===== src/design/cch_pkg.sv =====
// shared types and constants for the client connection handshake block
package cch_pkg;

	localparam int TIME_WIDTH_DEF = 32;
	localparam int ADDR_WIDTH_DEF = 64;
	localparam int SALT_W         = 64;
	localparam int CFG_W          = 20;
	localparam int NUM_CFG        = 7;
	localparam int CFG_IDX_W      = 3;
	localparam int MODE_W         = 3;
	localparam int KIND_W         = 2;
	localparam int LINK_W         = 4;
	localparam int QDEPTH         = 2;

	typedef enum logic [CFG_IDX_W-1:0] {
		CFG_REQ_SEND  = 3'd0,
		CFG_RESP_SEND = 3'd1,
		CFG_KA_SEND   = 3'd2,
		CFG_REQ_TMO   = 3'd3,
		CFG_RESP_TMO  = 3'd4,
		CFG_KA_TMO    = 3'd5,
		CFG_SALT_LIFE = 3'd6
	} cfg_idx_t;

	localparam logic [CFG_W-1:0] CFG_RESET [NUM_CFG] = '{
		20'd100, 20'd100, 20'd1000, 20'd5000, 20'd5000, 20'd10000, 20'd1000
	};

	typedef enum logic [MODE_W-1:0] {
		MODE_CONNECT       = 3'd0,
		MODE_DISCONNECT    = 3'd1,
		MODE_POLL          = 3'd2,
		MODE_TIMEOUT       = 3'd3,
		MODE_RX_DENIED     = 3'd4,
		MODE_RX_CHALLENGE  = 3'd5,
		MODE_RX_KEEPALIVE  = 3'd6,
		MODE_RX_DISCONNECT = 3'd7
	} mode_t;

	typedef enum logic [KIND_W-1:0] {
		TX_REQ  = 2'd0,
		TX_RESP = 2'd1,
		TX_KA   = 2'd2,
		TX_DISC = 2'd3
	} txk_t;

	localparam logic [LINK_W-1:0] LINK_IDLE      = 4'd0;
	localparam logic [LINK_W-1:0] LINK_REQ       = 4'd1;
	localparam logic [LINK_W-1:0] LINK_RESP      = 4'd2;
	localparam logic [LINK_W-1:0] LINK_CONN      = 4'd3;
	localparam logic [LINK_W-1:0] LINK_REQ_TO    = 4'd4;
	localparam logic [LINK_W-1:0] LINK_RESP_TO   = 4'd5;
	localparam logic [LINK_W-1:0] LINK_KA_TO     = 4'd6;
	localparam logic [LINK_W-1:0] LINK_DENY_FULL = 4'd7;
	localparam logic [LINK_W-1:0] LINK_DENY_DUP  = 4'd8;

	// classified event handed from front to back
	typedef struct packed {
		mode_t op;
		logic  is_rx;
	} ev_t;

endpackage


===== src/design/client_connection_handshake_fsm.sv =====
// top level of the client connection handshake block
//
//  channel   direction  handshake            payload
//  s_*       in         s_tvalid / s_tready  s_tuser mode, s_tdata event fields
//  m_*       out        m_tvalid / m_tready  m_tuser packet flag+kind, m_tdata packet+state
//  cfg_*     in         cfg_we               cfg_index, cfg_wdata
//
// one word per clock sustained while m_tready is high; words reach m_tdata via the queue
// and the result register; the whole state update is combinational in the back end
// a two-entry queue sits between front and back, the result register holds one word
// m_tready low stalls the back end, the queue keeps s_tready high until it fills
// arst_n clears state, queue and configuration to their defaults at once
module client_connection_handshake_fsm #(
	parameter int TIME_WIDTH = cch_pkg::TIME_WIDTH_DEF,
	parameter int ADDR_WIDTH = cch_pkg::ADDR_WIDTH_DEF,
	parameter int IN_W  = ((TIME_WIDTH + ADDR_WIDTH + 3 * cch_pkg::SALT_W + 1 + 7) / 8) * 8,
	parameter int OUT_W = ((ADDR_WIDTH + 2 * cch_pkg::SALT_W + cch_pkg::LINK_W + 7) / 8) * 8
) (
	input  logic                          clk,
	input  logic                          arst_n,
	input  logic                          s_tvalid,
	output logic                          s_tready,
	// now, peer_address, pkt_client_salt, pkt_challenge_salt, deny_reason, fresh_salt
	input  logic [IN_W-1:0]               s_tdata,
	// mode
	input  logic [cch_pkg::MODE_W-1:0]    s_tuser,
	output logic                          m_tvalid,
	input  logic                          m_tready,
	// tx_dest, tx_client_salt, tx_challenge_salt, link_state
	output logic [OUT_W-1:0]              m_tdata,
	// tx_valid, tx_kind
	output logic [cch_pkg::KIND_W:0]      m_tuser,
	input  logic                          cfg_we,
	input  logic [cch_pkg::CFG_IDX_W-1:0] cfg_index,
	input  logic [cch_pkg::CFG_W-1:0]     cfg_wdata
);

	localparam int PAY_W  = TIME_WIDTH + ADDR_WIDTH + 3 * cch_pkg::SALT_W + 1;

	logic                           q_valid, q_ready;
	cch_pkg::ev_t                   q_ev;
	logic [PAY_W-1:0]               q_pay;
	logic                           txv;
	logic [cch_pkg::KIND_W-1:0]     kind;
	logic [ADDR_WIDTH-1:0]          dest;
	logic [cch_pkg::SALT_W-1:0]     cs, ch;
	logic [cch_pkg::LINK_W-1:0]     link;

	cch_front #(
		.PAY_W (PAY_W)
	) u_front (
		.clk      (clk),
		.arst_n   (arst_n),
		.s_tvalid (s_tvalid),
		.s_tready (s_tready),
		.s_mode   (s_tuser),
		.s_pay    (s_tdata[PAY_W-1:0]),
		.q_valid  (q_valid),
		.q_ready  (q_ready),
		.q_ev     (q_ev),
		.q_pay    (q_pay)
	);

	cch_back #(
		.TIME_WIDTH (TIME_WIDTH),
		.ADDR_WIDTH (ADDR_WIDTH),
		.PAY_W      (PAY_W)
	) u_back (
		.clk       (clk),
		.arst_n    (arst_n),
		.cfg_we    (cfg_we),
		.cfg_index (cfg_index),
		.cfg_wdata (cfg_wdata),
		.q_valid   (q_valid),
		.q_ready   (q_ready),
		.q_ev      (q_ev),
		.q_pay     (q_pay),
		.out_valid (m_tvalid),
		.out_ready (m_tready),
		.out_txv   (txv),
		.out_kind  (kind),
		.out_dest  (dest),
		.out_cs    (cs),
		.out_ch    (ch),
		.out_link  (link)
	);

	assign m_tdata = OUT_W'({link, ch, cs, dest});
	assign m_tuser = {kind, txv};

endmodule


===== src/design/cch_front.sv =====
// front end: accepts input words, classifies the event and queues it
module cch_front #(
	parameter int PAY_W = 289
) (
	input  logic                              clk,
	input  logic                              arst_n,
	input  logic                              s_tvalid,
	output logic                              s_tready,
	input  logic [cch_pkg::MODE_W-1:0]        s_mode,
	input  logic [PAY_W-1:0]                  s_pay,
	output logic                              q_valid,
	input  logic                              q_ready,
	output cch_pkg::ev_t                      q_ev,
	output logic [PAY_W-1:0]                  q_pay
);

	localparam int PTR_W = $clog2(cch_pkg::QDEPTH);
	localparam int CNT_W = $clog2(cch_pkg::QDEPTH + 1);

	cch_pkg::ev_t      ev_mem_q  [cch_pkg::QDEPTH];
	logic [PAY_W-1:0]  pay_mem_q [cch_pkg::QDEPTH];
	logic [PTR_W-1:0]  wr_ptr_q, rd_ptr_q;
	logic [CNT_W-1:0]  cnt_q;
	cch_pkg::ev_t      ev_in;
	logic              push, pop;

	always_comb begin
		ev_in.op    = cch_pkg::mode_t'(s_mode);
		ev_in.is_rx = (ev_in.op == cch_pkg::MODE_RX_DENIED) ||
			(ev_in.op == cch_pkg::MODE_RX_CHALLENGE) ||
			(ev_in.op == cch_pkg::MODE_RX_KEEPALIVE) ||
			(ev_in.op == cch_pkg::MODE_RX_DISCONNECT);
	end

	assign s_tready = (cnt_q != CNT_W'(cch_pkg::QDEPTH));
	assign q_valid  = (cnt_q != '0);
	assign push     = s_tvalid && s_tready;
	assign pop      = q_valid && q_ready;
	assign q_ev     = ev_mem_q[rd_ptr_q];
	assign q_pay    = pay_mem_q[rd_ptr_q];

	always_ff @(posedge clk) begin
		if (push) begin
			ev_mem_q[wr_ptr_q]  <= ev_in;
			pay_mem_q[wr_ptr_q] <= s_pay;
		end
	end

	always_ff @(posedge clk or negedge arst_n) begin
		if (!arst_n) begin
			wr_ptr_q <= '0;
			rd_ptr_q <= '0;
			cnt_q    <= '0;
		end else begin
			if (push) begin
				wr_ptr_q <= (wr_ptr_q == PTR_W'(cch_pkg::QDEPTH - 1)) ? '0 : wr_ptr_q + 1'b1;
			end
			if (pop) begin
				rd_ptr_q <= (rd_ptr_q == PTR_W'(cch_pkg::QDEPTH - 1)) ? '0 : rd_ptr_q + 1'b1;
			end
			if (push && !pop) begin
				cnt_q <= cnt_q + 1'b1;
			end else if (pop && !push) begin
				cnt_q <= cnt_q - 1'b1;
			end
		end
	end

endmodule


===== src/design/cch_back.sv =====
// back end: link state machine, timers, configuration and result register
module cch_back #(
	parameter int TIME_WIDTH = cch_pkg::TIME_WIDTH_DEF,
	parameter int ADDR_WIDTH = cch_pkg::ADDR_WIDTH_DEF,
	parameter int PAY_W      = TIME_WIDTH + ADDR_WIDTH + 3 * cch_pkg::SALT_W + 1
) (
	input  logic                             clk,
	input  logic                             arst_n,
	input  logic                             cfg_we,
	input  logic [cch_pkg::CFG_IDX_W-1:0]    cfg_index,
	input  logic [cch_pkg::CFG_W-1:0]        cfg_wdata,
	input  logic                             q_valid,
	output logic                             q_ready,
	input  cch_pkg::ev_t                     q_ev,
	input  logic [PAY_W-1:0]                 q_pay,
	output logic                             out_valid,
	input  logic                             out_ready,
	output logic                             out_txv,
	output logic [cch_pkg::KIND_W-1:0]       out_kind,
	output logic [ADDR_WIDTH-1:0]            out_dest,
	output logic [cch_pkg::SALT_W-1:0]       out_cs,
	output logic [cch_pkg::SALT_W-1:0]       out_ch,
	output logic [cch_pkg::LINK_W-1:0]       out_link
);

	localparam int SW    = cch_pkg::SALT_W;
	localparam int CMP_W = (TIME_WIDTH > cch_pkg::CFG_W) ? TIME_WIDTH : cch_pkg::CFG_W;
	localparam int O_PEER = TIME_WIDTH;
	localparam int O_PCS  = O_PEER + ADDR_WIDTH;
	localparam int O_PCH  = O_PCS + SW;
	localparam int O_DENY = O_PCH + SW;
	localparam int O_FRSH = O_DENY + 1;

	typedef enum logic [cch_pkg::LINK_W-1:0] {
		ST_IDLE      = cch_pkg::LINK_IDLE,
		ST_REQ       = cch_pkg::LINK_REQ,
		ST_RESP      = cch_pkg::LINK_RESP,
		ST_CONN      = cch_pkg::LINK_CONN,
		ST_REQ_TO    = cch_pkg::LINK_REQ_TO,
		ST_RESP_TO   = cch_pkg::LINK_RESP_TO,
		ST_KA_TO     = cch_pkg::LINK_KA_TO,
		ST_DENY_FULL = cch_pkg::LINK_DENY_FULL,
		ST_DENY_DUP  = cch_pkg::LINK_DENY_DUP
	} state_t;

	logic [cch_pkg::CFG_W-1:0] cfg_q [cch_pkg::NUM_CFG];
	state_t                    st_q, st_d;
	logic [ADDR_WIDTH-1:0]     addr_q, addr_d;
	logic [SW-1:0]             salt_q, salt_d, chal_q, chal_d;
	logic [TIME_WIDTH-1:0]     send_q, send_d, recv_q, recv_d, exp_q, exp_d;
	logic                      out_vld_q, out_txv_q;
	cch_pkg::txk_t             out_kind_q;
	logic [ADDR_WIDTH-1:0]     out_dest_q;
	logic [SW-1:0]             out_cs_q, out_ch_q;
	state_t                    out_link_q;

	logic [TIME_WIDTH-1:0]     now, d_send, d_recv, d_exp, send_bd, exp_new;
	logic [ADDR_WIDTH-1:0]     peer;
	logic [SW-1:0]             pcs, pch, fresh;
	logic                      deny;
	logic [CMP_W-1:0]          ss, sr, bd_w, ex_w;
	logic                      cs_ok, all_ok, fire;
	logic                      txv;
	cch_pkg::txk_t             kind;
	logic [ADDR_WIDTH-1:0]     dest;
	logic [SW-1:0]             cs, ch;

	assign now   = q_pay[TIME_WIDTH-1:0];
	assign peer  = q_pay[O_PCS-1:O_PEER];
	assign pcs   = q_pay[O_PCH-1:O_PCS];
	assign pch   = q_pay[O_DENY-1:O_PCH];
	assign deny  = q_pay[O_DENY];
	assign fresh = q_pay[O_FRSH+SW-1:O_FRSH];

	assign d_send  = now - send_q;
	assign d_recv  = now - recv_q;
	assign d_exp   = now - exp_q;
	assign ss      = CMP_W'(d_send);
	assign sr      = CMP_W'(d_recv);
	assign bd_w    = CMP_W'(now) - CMP_W'(cfg_q[cch_pkg::CFG_KA_SEND]);
	assign ex_w    = CMP_W'(now) + CMP_W'(cfg_q[cch_pkg::CFG_SALT_LIFE]);
	assign send_bd = bd_w[TIME_WIDTH-1:0];
	assign exp_new = ex_w[TIME_WIDTH-1:0];

	assign cs_ok  = q_ev.is_rx && (pcs == salt_q) && (peer == addr_q);
	assign all_ok = cs_ok && (pch == chal_q);

	assign q_ready = !out_vld_q || out_ready;
	assign fire    = q_valid && q_ready;

	always_comb begin
		st_d   = st_q;
		addr_d = addr_q;
		salt_d = salt_q;
		chal_d = chal_q;
		send_d = send_q;
		recv_d = recv_q;
		exp_d  = exp_q;
		txv    = 1'b0;
		kind   = cch_pkg::TX_REQ;
		dest   = '0;
		cs     = '0;
		ch     = '0;
		unique case (q_ev.op)
			cch_pkg::MODE_CONNECT, cch_pkg::MODE_DISCONNECT,
			cch_pkg::MODE_RX_DISCONNECT: begin
				if (q_ev.op != cch_pkg::MODE_RX_DISCONNECT || (st_q == ST_CONN && all_ok)) begin
					if (st_q == ST_CONN) begin
						txv  = 1'b1;
						kind = cch_pkg::TX_DISC;
						dest = addr_q;
						cs   = salt_q;
						ch   = chal_q;
					end
					st_d   = ST_IDLE;
					addr_d = '0;
					salt_d = '0;
					chal_d = '0;
					send_d = '0;
					recv_d = '0;
					exp_d  = '0;
					if (q_ev.op == cch_pkg::MODE_CONNECT) begin
						st_d   = ST_REQ;
						addr_d = peer;
						salt_d = fresh;
						send_d = send_bd;
						recv_d = now;
						exp_d  = exp_new;
					end
				end
			end
			cch_pkg::MODE_POLL: begin
				unique case (st_q)
					ST_REQ: begin
						if (ss >= CMP_W'(cfg_q[cch_pkg::CFG_REQ_SEND])) begin
							txv  = 1'b1;
							kind = cch_pkg::TX_REQ;
						end
					end
					ST_RESP: begin
						if (ss >= CMP_W'(cfg_q[cch_pkg::CFG_RESP_SEND])) begin
							txv  = 1'b1;
							kind = cch_pkg::TX_RESP;
						end
					end
					ST_CONN: begin
						if (ss >= CMP_W'(cfg_q[cch_pkg::CFG_KA_SEND])) begin
							txv  = 1'b1;
							kind = cch_pkg::TX_KA;
						end
					end
					default: ;
				endcase
				if (txv) begin
					dest   = addr_q;
					cs     = salt_q;
					ch     = (kind == cch_pkg::TX_REQ) ? '0 : chal_q;
					send_d = now;
				end
			end
			cch_pkg::MODE_TIMEOUT: begin
				unique case (st_q)
					ST_REQ: begin
						if (sr > CMP_W'(cfg_q[cch_pkg::CFG_REQ_TMO])) begin
							st_d = ST_REQ_TO;
						end else if (d_exp != '0 && !d_exp[TIME_WIDTH-1]) begin
							salt_d = fresh;
							exp_d  = exp_new;
						end
					end
					ST_RESP: begin
						if (sr > CMP_W'(cfg_q[cch_pkg::CFG_RESP_TMO])) begin
							st_d = ST_RESP_TO;
						end
					end
					ST_CONN: begin
						if (sr > CMP_W'(cfg_q[cch_pkg::CFG_KA_TMO])) begin
							st_d   = ST_KA_TO;
							addr_d = '0;
							salt_d = '0;
							chal_d = '0;
							send_d = '0;
							recv_d = '0;
							exp_d  = '0;
						end
					end
					default: ;
				endcase
			end
			cch_pkg::MODE_RX_DENIED: begin
				if (st_q == ST_REQ && cs_ok) begin
					st_d = deny ? ST_DENY_DUP : ST_DENY_FULL;
				end
			end
			cch_pkg::MODE_RX_CHALLENGE: begin
				if (st_q == ST_REQ && cs_ok) begin
					chal_d = pch;
					st_d   = ST_RESP;
					recv_d = now;
				end
			end
			cch_pkg::MODE_RX_KEEPALIVE: begin
				if (st_q >= ST_RESP && all_ok) begin
					if (st_q == ST_RESP) begin
						st_d = ST_CONN;
					end
					recv_d = now;
				end
			end
			default: ;
		endcase
	end

	always_ff @(posedge clk or negedge arst_n) begin
		if (!arst_n) begin
			for (int i = 0; i < cch_pkg::NUM_CFG; i++) begin
				cfg_q[i] <= cch_pkg::CFG_RESET[i];
			end
		end else if (cfg_we && cfg_index < cch_pkg::CFG_IDX_W'(cch_pkg::NUM_CFG)) begin
			cfg_q[cfg_index] <= cfg_wdata;
		end
	end

	always_ff @(posedge clk or negedge arst_n) begin
		if (!arst_n) begin
			st_q       <= ST_IDLE;
			addr_q     <= '0;
			salt_q     <= '0;
			chal_q     <= '0;
			send_q     <= '0;
			recv_q     <= '0;
			exp_q      <= '0;
			out_vld_q  <= 1'b0;
			out_txv_q  <= 1'b0;
			out_kind_q <= cch_pkg::TX_REQ;
			out_dest_q <= '0;
			out_cs_q   <= '0;
			out_ch_q   <= '0;
			out_link_q <= ST_IDLE;
		end else begin
			if (out_vld_q && out_ready) begin
				out_vld_q <= 1'b0;
			end
			if (fire) begin
				st_q       <= st_d;
				addr_q     <= addr_d;
				salt_q     <= salt_d;
				chal_q     <= chal_d;
				send_q     <= send_d;
				recv_q     <= recv_d;
				exp_q      <= exp_d;
				out_vld_q  <= 1'b1;
				out_txv_q  <= txv;
				out_kind_q <= kind;
				out_dest_q <= dest;
				out_cs_q   <= cs;
				out_ch_q   <= ch;
				out_link_q <= st_d;
			end
		end
	end

	assign out_valid = out_vld_q;
	assign out_txv   = out_txv_q;
	assign out_kind  = out_kind_q;
	assign out_dest  = out_dest_q;
	assign out_cs    = out_cs_q;
	assign out_ch    = out_ch_q;
	assign out_link  = out_link_q;

endmodule


===== config.mk =====
export PLATFORM = sky130hd
export DESIGN_NAME = client_connection_handshake_fsm
export DESIGN_NICKNAME = d
export VERILOG_FILES = /design/src/design/cch_pkg.sv /design/src/design/client_connection_handshake_fsm.sv /design/src/design/cch_front.sv /design/src/design/cch_back.sv
export SDC_FILE = /design/constraint.sdc
export NUM_CORES = 2
export LEC_CHECK = 0
export ABC_AREA = 1
export BUFFER_PORTS_ARGS = -buffer_cell sky130_fd_sc_hd__buf_4
export CORE_AREA = 2 2 469 471
export CTS_BUF_LIST = sky130_fd_sc_hd__clkbuf_8
export DETAILED_ROUTE_END_ITERATION = 16
export DIE_AREA = 0 0 471 473
export PLACE_DENSITY_LB_ADDON = 0.25
export SLEW_MARGIN = 20
export SYNTH_ARGS = -nofsm -noshare
export SYNTH_HDL_FRONTEND = slang
export SYNTH_SLANG_ARGS = --single-unit

===== constraint.sdc =====
create_clock -name clk -period 14.06 [get_ports clk]
set_clock_uncertainty 0.2 [all_clocks]
set_input_delay 2.109 -clock clk [delete_from_list [all_inputs] [get_ports clk]]
set_output_delay 2.109 -clock clk [all_outputs]
set_load 0.05 [all_outputs]

==> run summary <==
Status: complete, no violations
Setup Buffers After CTS: 0
Post-DR vias/cell: 4.78
CTS tree: built
Area of the multi-input gates: 27,000 µm²
Max-cap viol count: 0
Setup TNS: 0 ns
Top Layer Used: met5
Synth top area share: 0.270
Syn. warnings: 0
Port Buffer Count: 520
Synth area leader: edfxtp_1
Area grow syn2layout: 18.1%
Vias in the first global route: 54,400
Die ar.: 223,000 µm²
Final Max Tran Viols: 0
Met3 wire length: 14,200 µm
Setup violators final: 0
Initial core utilization: 0.298
Gr ovfl total: 0
Synth top area cells: edfxtp_1, dfrtp_1, nand2_1
Largest net degree at the start of global routing: 142
Worst-Skew Late Latency: 1.03 ns
Drt wl/cell: 20.2 µm
Sink Count: 1,218
Layout Nets: 9,264
Rel. slew slack: 0.280
DRT antenna net count: 0
Peak supply drop: 0.000150 V
Clock tree buffer depth: 3
Synth Register Bits: 1,218
Routed via count: 56,200
Hold Buf Count CTS: 0
CTS clk-pin slew, worst paths: 0.06 ns
Top FF cell, synth: dfrtp_1
Hold Violations, Final: 0
CTS buffer count: 214
DRT iter0 DRCs: 4,022
Crit share post-route: 0.647
Core area: 218,000 µm²
Worst hold slack: 0.272 ns
GRT Total Usage: 0.208
Sequential cell area: 33,500 µm²
Lkg Pwr: 0.0373 µW
DP Wirelength: 172,000 µm
H-tree Lvls: 4
RSZ-0062 raised after global routing: no
Ys async rst share: 0.519
TritonRoute pass-1 iters: 6
WL final: 237,000 µm
Sequential cell area fraction in the yosys report: 0.514
Netlist cell types: 48
Worst setup SP type: flop
Crit end category: flop
First-pass GRT wire length: 349,000 µm
Fmax: 110 MHz
Antenna violations before repair: 48
Post-Syn Area per Cell: 8.00 µm²
M1 WL: 104,000 µm
Chip height: 473 µm
Die Wd: 471 µm
Met2 Wirelength: 110,000 µm
Mapped Cells: 8,140
Hold Path Class: reg -> reg
Post-CTS sizing: 0
Power Dens Cells: 260 nW/µm²
CP required: 14.69 ns
Root buf cell: clkbuf_8
Worst slew pin tran: 1.08 ns
Layout cell share with drive strength beyond 1: 0.114
Crit Path Category: reg -> reg
I/O pin count: 532
Post-route minimum period: 9.09 ns
Synth Cell Area: 65,100 µm²
Fillers: 22,800
# DRC: 0
Worst EP arrival: 9.73 ns
Number of synthesized flops with an enable pin: 586
FP Rows: 172
Worst Path Max Fanout: 101
GP Congestion: 0.890
## flip-flops by register name, summed over array words and instances, names as in the netlist
name and flops:
u_front.pay_mem_q 578, u_back.cfg_q 140, u_back.addr_q 64, u_back.chal_q 64, u_back.out_ch 64, u_back.out_cs 64, u_back.out_dest 64, u_back.salt_q 64
u_back.exp_q 32, u_back.recv_q 32, u_back.send_q 32, u_front.ev_mem_q 8, u_back.out_link 4, u_back.out_kind 2, u_front.cnt_q 2, u_back.out_txv 1
u_back.out_valid 1, u_front.rd_ptr_q 1, u_front.wr_ptr_q 1
## cells in the mapped netlist, drive strengths merged (9+ instances only)
cell,count
nand2,2912
inv,946
nand3,658
nor2,640
dfrtp,599
edfxtp,586
o21ai,482
ha,255
a21oi,195
clkbuf,184
nor3,148
nand4,121
buf,109
xor2,63
o211ai,45
dfstp,33
or2,31
xnor2,22
nand3b,19
a31oi,17
o21bai,16
and2,9
## stage by stage
stage                     cell area [µm²]   util  power [µW]  std cells  setup slack [ns]
after floorplan                     65100      -       12800       8143              3.50
after global placement              72200  0.331       16400      11300              5.11
after detailed placement            72200  0.331       16600      11300              4.93
after CTS                           76800  0.352       20200      11700              4.91
after global routing                76800  0.352       21800      11800              4.33
final                               76800  0.352       20000      11800              4.97
## layout by cell type, fill, tap and decap left out, drive strengths merged, types with 9 or more instances in the layout
cell type,instances
o21ai,482
edfxtp,586
nand2,2912
dfrtp,599
a21oi,195
and2,9
ha,255
xor2,63
nor3,148
nor2,640
diode,24
xnor2,22
clkbuf,245
bufinv,10
dfstp,33
inv,1031
buf,611
clkinv,70
o211ai,45
nand3,658
or2,31
o21bai,16
nand3b,19
nand4,121
a31oi,17
## critical path, stage by stage, from the launching register on
cell     delay [ns]
dfrtp_4        0.77
buf_4          0.58
buf_4          0.70
buf_4          0.91
buf_4          0.69
nand2_1        0.16
o21ai_1        0.15
nand2_1        0.08
nand2_1        0.08
nand2_1        0.05
nor2_1         0.18
nand2_1        0.09
nor2_1         0.15
nand2_1        0.15
nor2_1         0.23
nand4_1        0.19
nand2_2        0.56
nand2_2        0.19
nor2_4         0.72
nand2_2        0.06
buf_4          0.34
nand2_4        0.45
buf_4          0.77
o21ai_0        0.21
## per-layer routing
| metal | vias to the layer above | track usage |
|---|---|---|
| met5 | - | 0 |
| met4 | 44 | 0.0891 |
| met3 | 376 | 0.0411 |
| met2 | 1566 | 0.335 |
| met1 | 26800 | 0.272 |
| li1 | 27500 | - |
## where the power goes
part | total [µW] | internal [µW] | switching (µW)
logic | 11300 | 3280 | 7980
clock network | 3450 | 1810 | 1640
registers | 5260 | 4690 | 565
total | 20000 | 9780 | 10200
## path summary, 6_finish.rpt
| path | from | endpoint | slack, ns | depth (start not counted) |
|---|---|---|---|---|
| setup / recovery | u_front.rd_ptr_q$_DFFE_PN0P_ | u_back.chal_q[37]$_DFFE_PN0P_ | 4.97 | 23 |
| hold / removal | u_back.exp_q[4]$_DFFE_PN0P_ | u_back.exp_q[4]$_DFFE_PN0P_ | 0.27 | 2 |
| setup reg to reg | u_front.rd_ptr_q$_DFFE_PN0P_ | u_back.chal_q[37]$_DFFE_PN0P_ | 4.97 | 23 |
| hold reg to reg | u_back.exp_q[4]$_DFFE_PN0P_ | u_back.exp_q[4]$_DFFE_PN0P_ | 0.27 | 2 |
| max in group asynchronous | arst_n | u_back.recv_q[10]$_DFFE_PN0P_ | 9.88 | 4 |
| min in group asynchronous | arst_n | u_back.exp_q[2]$_DFFE_PN0P_ | 0.98 | 1 |
## logic make-up (layout without fill, tap and decap cells)
family / count (synthesis) / after routing / synth area share
compound gates: 782 / 782 / 0.0639
xor+xnor: 85 / 85 / 0.0114
simple gates: 4550 / 4550 / 0.286
other cells: 1 / 28 / 0.0000576
flops: 1218 / 1218 / 0.514
buf+inv: 1243 / 1969 / 0.0739
fa+ha+maj: 260 / 260 / 0.0506
mux: 1 / 1 / 0.000154
## cell type report
class,count,area share
well taps,2871,0.0467
clock inverters,163,0.0151
inverters,950,0.0466
diodes,24,0.000782
multi-input cells,5682,0.351
flip-flops and latches,1218,0.435
repair buffers,611,0.0606
clock buffers,245,0.0439
(Power assumes the default switching activity.)
